<file path="src/rtl/ccnd_pkg.sv">
// Shared constants and types for the character-cell normalizer.
// No dependencies; imported by every other file of the block.
`default_nettype none

package ccnd_pkg;

	// Delay line depth in cells (two rows of forty cells).
	localparam int DELAY_CELLS = 80;
	localparam int PosW        = (DELAY_CELLS > 1) ? $clog2(DELAY_CELLS) : 1;

	localparam int ColorW   = 8;
	localparam int PatternW = 64;

	typedef logic [PosW-1:0] pos_t;

	// One stored cell: pattern above colour.
	typedef struct packed {
		logic [PatternW-1:0] pattern;
		logic [ColorW-1:0]   color;
	} cell_t;

	// Normalizer result.
	typedef struct packed {
		cell_t body;
		logic  single;
	} norm_t;

endpackage

`default_nettype wire

</file>
<file path="src/rtl/ccnd_norm.sv">
// Cell normalizer: blanking, inversion with nibble swap, blank-colour fixup.
// Depends on ccnd_pkg.
`default_nettype none

module ccnd_norm
	import ccnd_pkg::*;
(
	input  wire logic [ColorW-1:0]   color,
	input  wire logic [PatternW-1:0] pattern,
	output norm_t                    norm
);

	logic [ColorW-1:0]   col_a;
	logic [PatternW-1:0] pat_a;
	logic [ColorW-1:0]   col_b;
	logic                single_b;

	always_comb begin
		col_a = color;
		pat_a = pattern;
		if (color[7:4] == color[3:0]) begin
			pat_a = '0;
		end else if (pattern[PatternW-1]) begin
			// inverted form keeps the top bit clear
			pat_a = ~pattern;
			col_a = {color[3:0], color[7:4]};
		end
	end

	always_comb begin
		col_b = col_a;
		if (pat_a == '0) begin
			col_b = {col_a[3:0], col_a[3:0]};
		end
		single_b = (col_b[7:4] == col_b[3:0]);
	end

	assign norm.body.color   = col_b;
	assign norm.body.pattern = single_b ? '0 : pat_a;
	assign norm.single       = single_b;

endmodule

`default_nettype wire

</file>
<file path="config.mk">
export PLATFORM = sky130hd
export DESIGN_NAME = ccnd_norm
export DESIGN_NICKNAME = d
export VERILOG_FILES = /design/src/rtl/ccnd_pkg.sv /design/src/rtl/ccnd_norm.sv
export SDC_FILE = /design/constraint.sdc
export NUM_CORES = 1
export LEC_CHECK = 0
export BUFFER_PORTS_ARGS = -buffer_cell sky130_fd_sc_hd__buf_4
export CORE_UTILIZATION = 36
export DETAILED_ROUTE_END_ITERATION = 16
export PLACE_DENSITY_LB_ADDON = 0.2
export SLEW_MARGIN = 20
export SYNTH_ARGS = -nofsm -noshare
export SYNTH_HDL_FRONTEND = slang
export SYNTH_SLANG_ARGS = --single-unit
</file>
<file path="constraint.sdc">
create_clock -name vclk -period 2.65
set_input_delay 0.53 -clock vclk [all_inputs]
set_output_delay 0.53 -clock vclk [all_outputs]
set_load 0.01 [all_outputs]
</file>
==> out/qor.csv, run 1 <==
stage,metric,value,unit
synth,yosysUniqueCellTypes,24,
synth,synth_fp_nets,307,
route,drt-initial-drc-count,65,
synth,synth_area_leaders,"xnor2_1 (35%), nor2_1 (15%), mux2i_1 (9.6%)",
floorplan,die_w,67.8,µm
power,ir_worst_vdd,0.151,mV
min_path,min_to,norm[71],
power,power.switching,0.324,mW
power,internal_power,0.425,mW
sta,fin_ws,-0.485,ns
power,switching_share,43.3,%
power,p_seq_share,0,%
job,maxCapViolCount,0,
synth,yosys_warnings,0,
setup_path,path_buf_inv,4,
power,leakage,1.68,nW
setup_path,start_kind,input port,
floorplan,num_rows,23,
setup_path,crit_slowest_cell,or4_4,
sta,max_freq,319,MHz
synth,synth_area,1560,µm²
layout,nets,507,
layout,multi_input_area,1530,µm²
sta,min_period,3.14,ns
place,dp_hpwl,4.95,mm
place,io_buffers,144,
synth,seq_area_frac_synth,0,%
place,gp_congestion,0.860,
sta,rsz0062_at_grt,yes,
sta,slew_viol_final,0,
grt,grt_first_pass_wirelength,9.49,mm
layout,stdcell_area,3360,µm²
route,wl_per_cell,13.7,µm
floorplan,io_pins,145,
grt,grt_max_degree,36,
floorplan,core,4090,µm²
place,place_inst,470,
setup_path,path_class,input port to primary output,
layout,drive_above_1_share,55.4,%
setup_path,crit_path_end_kind,primary output,
status,violations,negative setup slack,
synth,synthCells,235,
sta,period_share,118,%
min_path,min_from,pattern[62],
layout,fin_util,82.2,%
power,comb_power_share,100.0,%
grt,grtUsageTotal,26.3,%
route,via_per_inst,5.09,
setup_path,crit_fanout,7,
synth,synth.top_cell.area_share,35.4,%
layout,clock_buffers,0,
route,wl_met1,2.44,mm
setup_path,max_stage_delay,0.51,ns
power,p_per_area,223,nW/µm²
place,pre_cts_ws,-0.603,ns
synth,post_synth.cell_area_avg,6.63,µm²
sta,tns,-2.35,ns
min_path,hold_depth,4,
status,outcome,"finished, violations left",
synth,yosys.area.top_type,xnor2_1,
grt,antenna_found_initial,0,
layout,final-seq-area,0,µm²
route,wl_met2,3.55,mm
place,placed_area,3100,µm²
layout,layout_common_cells,"buf_4 (208), xnor2_1 (63), nor2_1 (63)",
sta,final_hold_viol_count,0,
floorplan,initial_core_util,38.2,%
layout,n_antenna_cell,0,
layout,seq_cell_count,0,
power,power.share.clock,0,%
route,remaining_drc_errors,0,
min_path,hp-class,input port to primary output,
layout,stdcell_count,483,
setup_path,worstPathArrival,2.61,ns
sta,finalSetupViolations,5,
setup_path,cp_top_family,simple AND/OR/NAND/NOR gates,
route,antenna_left,0,
layout,syn_to_final_growth,116,%
grt,overflow,0,
grt,grt_pass1_vias,2226,
route,first_pass_iters,4,
setup_path,crit_top_cell,buf_6,
route,routed_wl,6.61,mm
route,met3_wirelength,389,µm
floorplan,die_y,67.8,µm
layout,fillCellCount,284,
floorplan,die_area,4600,µm²
setup_path,required,2.12,ns
setup_path,path_cells,buf_12 -> buf_6 -> or4_4 -> mux2i_1 -> nand4_1 -> nor4_4 -> buf_6 -> a211oi_2 -> a311o_1 -> buf_4,
route,route.vias.total,2457,
route,highest_layer,met4,
layout,layout_commonest_cell,buf_4,
[power by group through the flow]
stage	sequential [mW]	combinational [mW]	clock (mW)
floorplan	0	0.294	0
global placement	0	0.689	0
detailed placement	0	0.700	0
CTS	0	0.727	0
global route	0	0.803	0
finish	0	0.749	0
[worst max-delay path by stage]
stage	start	end	depth (start not counted)
after global routing	pattern[63]	norm[7]	10
after CTS	pattern[63]	norm[8]	11
after floorplan	pattern[63]	norm[5]	6
after detailed placement	pattern[63]	norm[7]	8
after global placement	pattern[63]	norm[8]	8
final	pattern[63]	norm[7]	10
[stage by stage]
| stage | power (mW) | hold WS, ns |
|---|---|---|
| 3_5_place_dp | 0.700 | 1.40 |
| 6_report | 0.749 | 1.41 |
| 5_1_grt | 0.803 | 1.42 |
| 2_1_floorplan | 0.294 | 1.21 |
| 4_1_cts | 0.727 | 1.41 |
| 3_3_place_gp | 0.689 | 1.40 |
[synthesized netlist by cell type]
| library cell | instances |
|---|---|
| inv_1 | 3 |
| xnor2_1 | 63 |
| a211oi_1 | 4 |
| nor4_1 | 1 |
| nand2_2 | 1 |
| o211a_1 | 3 |
| nor2_1 | 63 |
| o21ai_0 | 1 |
| buf_6 | 1 |
| or4_1 | 16 |
| nand2_1 | 10 |
| nor4_4 | 1 |
| conb_1 | 1 |
| buf_1 | 6 |
| xor2_1 | 4 |
| nand4_1 | 20 |
| a21oi_1 | 1 |
| clkbuf_1 | 4 |
| mux2i_1 | 15 |
| buf_4 | 2 |
| buf_2 | 7 |
| a311o_1 | 4 |
| or4_4 | 1 |
| mux2_2 | 3 |
[cell families after synthesis]
group,count (synthesis),synth area share (%)
AO/OA/AOI/OAI,13,7.06
XOR/XNOR,67,37.6
buffers and inverters,23,7.06
multiplexers,18,11.8
other,1,0.241
AND/OR/NAND/NOR,113,36.2
[layout make-up]
cell class	count	share of cell area [%]
repair buffers	218	52.3
multi-input cells	212	45.5
well taps	50	1.86
inverters	3	0.335
[per-layer routing]
metal,global-route usage (%),vias to the layer above
li1,-,1208
met1,27.9,1130
met2,52.6,99
met3,2.53,20
met4,8.59,0
met5,0,-
[repair_timing]
| item | CTS | global route |
|---|---|---|
| gates cloned | 2 | 1 |
| hold buffers | 0 | 0 |
| resized for setup | 6 | 18 |
| pin swaps | 8 | 16 |
| setup endpoints to repair | 5 | 5 |
| buffers inserted | 7 | 3 |
Power figures use the tool's default switching activity.
==> run 2: changes to the inputs <==
- REMOVE_ABC_BUFFERS: default -> 1
- SLEW_MARGIN: 20 -> default
==> out/qor.csv, run 2 (synthesis results as in run 1) <==
stage,metric,value,unit,change
status,outcome,"finished, violations left",,
status,violations,negative setup slack,,
place,io_buffers,144,,unchanged
power,leakage,1.64,nW,-2.6%
layout,nets,501,,-1.2%
layout,seq_cell_count,0,,unchanged
layout,syn_to_final_growth,110,%,
grt,grt_max_degree,33,,-8.3%
job,maxCapViolCount,0,,unchanged
layout,clock_buffers,0,,unchanged
layout,fin_util,80.1,%,-2.1 points
grt,antenna_found_initial,0,,unchanged
grt,grtUsageTotal,25.1,%,-1.1 points
sta,fin_ws,-0.389,ns,+0.0960 ns
floorplan,initial_core_util,38.2,%,unchanged
route,first_pass_iters,4,,unchanged
layout,final-seq-area,0,µm²,unchanged
setup_path,start_kind,input port,,
power,ir_worst_vdd,0.189,mV,+25%
layout,drive_above_1_share,52.5,%,-3.0 points
setup_path,crit_top_cell,or4_4,,
sta,slew_viol_final,0,,unchanged
setup_path,worstPathArrival,2.51,ns,-0.10 ns
setup_path,crit_fanout,5,,-2
setup_path,crit_slowest_cell,or4_4,,
floorplan,io_pins,145,,unchanged
layout,n_antenna_cell,0,,unchanged
clock_tree,cts_hold_buf,0,,unchanged
floorplan,num_rows,23,,unchanged
route,via_per_inst,4.95,,-2.7%
grt,grt_first_pass_wirelength,9.10,mm,-4.1%
setup_path,crit_path_end_kind,primary output,,
place,gp_congestion,0.787,,-8.6%
layout,layout_commonest_cell,buf_4,,
power,p_seq_share,0,%,unchanged
route,antenna_left,0,,unchanged
sta,period_share,115,%,-3.6 points
setup_path,path_cells,buf_16 -> or4_4 -> mux2i_1 -> nand4_1 -> or4_4 -> nand2_4 -> a311o_1 -> buf_6,,
grt,grt_pass1_vias,2082,,-6.5%
route,drt-initial-drc-count,71,,+9.2%
power,power.share.clock,0,%,unchanged
floorplan,core,4090,µm²,unchanged
floorplan,die_area,4600,µm²,unchanged
power,p_per_area,221,nW/µm²,-0.65%
floorplan,die_w,67.8,µm,unchanged
power,internal_power,0.416,mW,-1.9%
setup_path,max_stage_delay,0.60,ns,+0.09 ns
setup_path,required,2.12,ns,about the same
min_path,hold_depth,4,,unchanged
sta,finalSetupViolations,5,,unchanged
grt,overflow,0,,unchanged
sta,final_hold_viol_count,0,,unchanged
floorplan,die_y,67.8,µm,unchanged
min_path,hp-class,input port to primary output,,
min_path,min_to,norm[56],,
layout,fillCellCount,310,,+9.2%
route,route.vias.total,2362,,-3.9%
setup_path,path_class,input port to primary output,,
route,remaining_drc_errors,0,,unchanged
sta,tns,-1.70,ns,+0.652 ns
route,routed_wl,6.07,mm,-8.1%
sta,max_freq,329,MHz,+3.2%
power,switching_share,42.6,%,-0.74 points
power,comb_power_share,100.0,%,about the same
sta,min_period,3.04,ns,-0.0960 ns
place,dp_hpwl,4.78,mm,-3.4%
power,power.switching,0.309,mW,-4.9%
layout,layout_common_cells,"buf_4 (200), xnor2_1 (63), nor2_1 (63)",,
route,wl_per_cell,12.7,µm,-6.9%
min_path,min_from,pattern[47],,
sta,rsz0062_at_grt,yes,,
==> run 2: changes by cell type in the layout (fill, tap and decap cells not counted), moves of 3 or more <==
| cell | before | now |
|---|---|---|
| buf_16 | 0 | 3 |
| buf_4 | 208 | 200 |
| or4_1 | 8 | 14 |
| or4_4 | 9 | 3 |
==> run 2: critical path, delay by kind of cell <==
| family | cells | cell delay, ns |
|---|---|---|
| compound gates | 1 | 0.18 |
| buf+inv | 2 | 0.22 |
| mux | 1 | 0.15 |
| simple gates | 4 | 1.42 |
==> run 2: through the flow <==
step           hold slack (ns)  total power [mW]  cells  instance area [µm²]  worst slack, ns
6_report                  1.40             0.725    477                 3270           -0.389
5_1_grt                   1.43             0.785    477                 3270           -0.474
4_1_cts                   1.40             0.725    477                 3260           -0.373
3_5_place_dp              1.40             0.694    471                 3090           -0.627
3_3_place_gp              1.40             0.683    471                 3090           -0.593
2_1_floorplan             1.17             0.264    215                 1460            -4.57
==> run 2: area by class of cell <==
type | count | area, µm² | area share [%]
Inverter | 3 | 11.3 | 0.344
Tap cell | 50 | 62.6 | 1.91
Multi-Input combinational cell | 212 | 1480 | 45.2
Timing Repair Buffer | 212 | 1720 | 52.5
==> run 2: what timing repair did <==
item / in CTS / in global routing
pin swaps: 20 / 3
resized for setup: 16 / 4
setup buffers: 3 / 0
setup endpoints to repair: 5 / 5
endpoints found under the hold margin: 0 / 0
gates cloned: 3 / 0
==> run 2: routing by layer <==
metal / global-route usage (%) / part of all wire (%)
met2: 50.0 / 53
met3: 4.73 / 8.2
met1: 27.7 / 38
met4: 2.86 / 1.1
met5: 0 / 0
==> run 2: worst max path at each step <==
stage	startpoint	to	depth (start not counted)
2_1_floorplan	color[3]	norm[5]	5
3_3_place_gp	pattern[63]	norm[6]	9
3_5_place_dp	pattern[63]	norm[6]	9
4_1_cts	pattern[63]	norm[6]	8
5_1_grt	pattern[63]	norm[8]	9
6_report	pattern[63]	norm[6]	8
==> run 2: power groups by stage <==
stage | clock network (mW) | registers, mW | logic (mW)
3_5_place_dp | 0 | 0 | 0.694
2_1_floorplan | 0 | 0 | 0.264
5_1_grt | 0 | 0 | 0.785
4_1_cts | 0 | 0 | 0.725
6_report | 0 | 0 | 0.725
3_3_place_gp | 0 | 0 | 0.683
==> run 3: changes to the inputs <==
- ABC_AREA: default -> 0
- BUFFER_PORTS_ARGS: -buffer_cell sky130_fd_sc_hd__buf_4 -> -buffer_cell sky130_fd_sc_hd__buf_2
- clock period: 2.65 -> 2.61 ns (I/O delays scaled with it)
==> out/qor.csv, run 3 (synthesis results as in run 1) <==
stage,metric,value,unit,change
route,routed_wl,5.49,mm,-9.6%
layout,clock_buffers,0,,unchanged
job,maxCapViolCount,0,,unchanged
layout,stdcell_count,478,,+0.21%
layout,nets,502,,+0.20%
floorplan,die_area,4600,µm²,unchanged
sta,finalSetupViolations,5,,unchanged
setup_path,crit_path_end_kind,primary output,,
floorplan,core,4090,µm²,unchanged
clock_tree,cts_hold_buf,0,,unchanged
layout,seq_cell_count,0,,unchanged
floorplan,io_pins,145,,unchanged
route,route.vias.total,2343,,-0.80%
place,place_inst,472,,+0.21%
grt,antenna_found_initial,0,,unchanged
sta,whs,1.40,ns,-0.00674 ns
route,wl_per_cell,11.5,µm,-9.8%
sta,rsz0062_at_grt,yes,,
power,ir_worst_vdd,0.160,mV,-15%
sta,period_share,118,%,
route,antenna_left,0,,unchanged
route,via_per_inst,4.90,,-1.0%
place,pre_cts_ws,-0.604,ns,+0.0221 ns
route,highest_layer,met4,,
floorplan,die_y,67.8,µm,unchanged
setup_path,path_class,input port to primary output,,
sta,max_freq,326,MHz,
route,wl_met1,2.23,mm,-2.7%
grt,grtUsageTotal,22.6,%,-2.6 points
layout,stdcell_area,2930,µm²,-11%
floorplan,num_rows,23,,unchanged
min_path,hp-class,input port to primary output,,
layout,fin_util,71.7,%,-8.5 points
power,power,0.624,mW,-14%
layout,multi_input_area,1480,µm²,-0.17%
route,first_pass_iters,4,,unchanged
floorplan,die_w,67.8,µm,unchanged
route,remaining_drc_errors,0,,unchanged
sta,fin_ws,-0.460,ns,-0.0704 ns
status,violations,negative setup slack,,
grt,grt_first_pass_wirelength,8.42,mm,-7.5%
place,gp_congestion,0.776,,-1.3%
grt,grt_pass1_vias,2105,,+1.1%
place,dp_hpwl,4.31,mm,-9.8%
layout,layout_commonest_cell,buf_2,,
layout,layout_common_cells,"buf_2 (138), xnor2_1 (63), nor2_1 (63)",,
route,drt-initial-drc-count,62,,-13%
setup_path,crit_fanout,7,,+2
place,placed_area,2740,µm²,-11%
grt,overflow,0,,unchanged
layout,fillCellCount,353,,+14%
power,p_per_area,213,nW/µm²,-3.9%
layout,n_antenna_cell,0,,unchanged
sta,slew_viol_final,0,,unchanged
sta,tns,-1.85,ns,-0.147 ns
route,wl_met2,2.81,mm,-13%
setup_path,worstPathArrival,2.55,ns,+0.04 ns
power,leakage,1.52,nW,-6.9%
setup_path,required,2.09,ns,-0.03 ns
grt,grt_max_degree,33,,unchanged
place,io_buffers,144,,unchanged
floorplan,initial_core_util,38.2,%,unchanged
sta,min_period,3.07,ns,
layout,syn_to_final_growth,87.9,%,
route,met3_wirelength,399,µm,-20%
setup_path,start_kind,input port,,
layout,final-seq-area,0,µm²,unchanged
status,outcome,"finished, violations left",,
sta,final_hold_viol_count,0,,unchanged
layout,drive_above_1_share,52.3,%,-0.12 points
==> run 3: where the power goes <==
part           switching [mW]  internal (mW)  total (mW)
sequential                  0              0           0
clock                       0              0           0
combinational           0.301          0.323       0.624
total                   0.301          0.323       0.624
==> run 3: layer usage <==
metal | vias up | GRT usage (%)
li1 | 1198 | -
met1 | 1046 | 25.7
met2 | 95 | 45.0
met3 | 4 | 1.86
met4 | 0 | 3.65
met5 | - | 0
==> run 3: worst paths after layout <==
kind	from	to	slack (ns)	cells after the start
max	pattern[63]	norm[6]	-0.46	11
min	pattern[47]	norm[56]	1.40	4
==> run 3: timing repair <==
item	4_1_cts	5_1_grt
gates resized for setup	22	0
setup endpoints to repair	5	5
buffers inserted	4	0
cloned	2	0
pin swaps	23	1
==> run 3: layout make-up <==
class	instances	area share (%)
well taps	50	2.14
inverters	3	0.384
repair buffers	213	47.0
multi-input cells	212	50.5
==> run 3: critical path, stage by stage <==
cell and delay (ns):
buf_16 0.11, buf_12 0.12, or4_1 0.46, mux2i_1 0.13
nand4_1 0.14, buf_4 0.17, nor4_4 0.21, buf_6 0.17
a211oi_2 0.04, a311o_1 0.32, buf_2 0.15
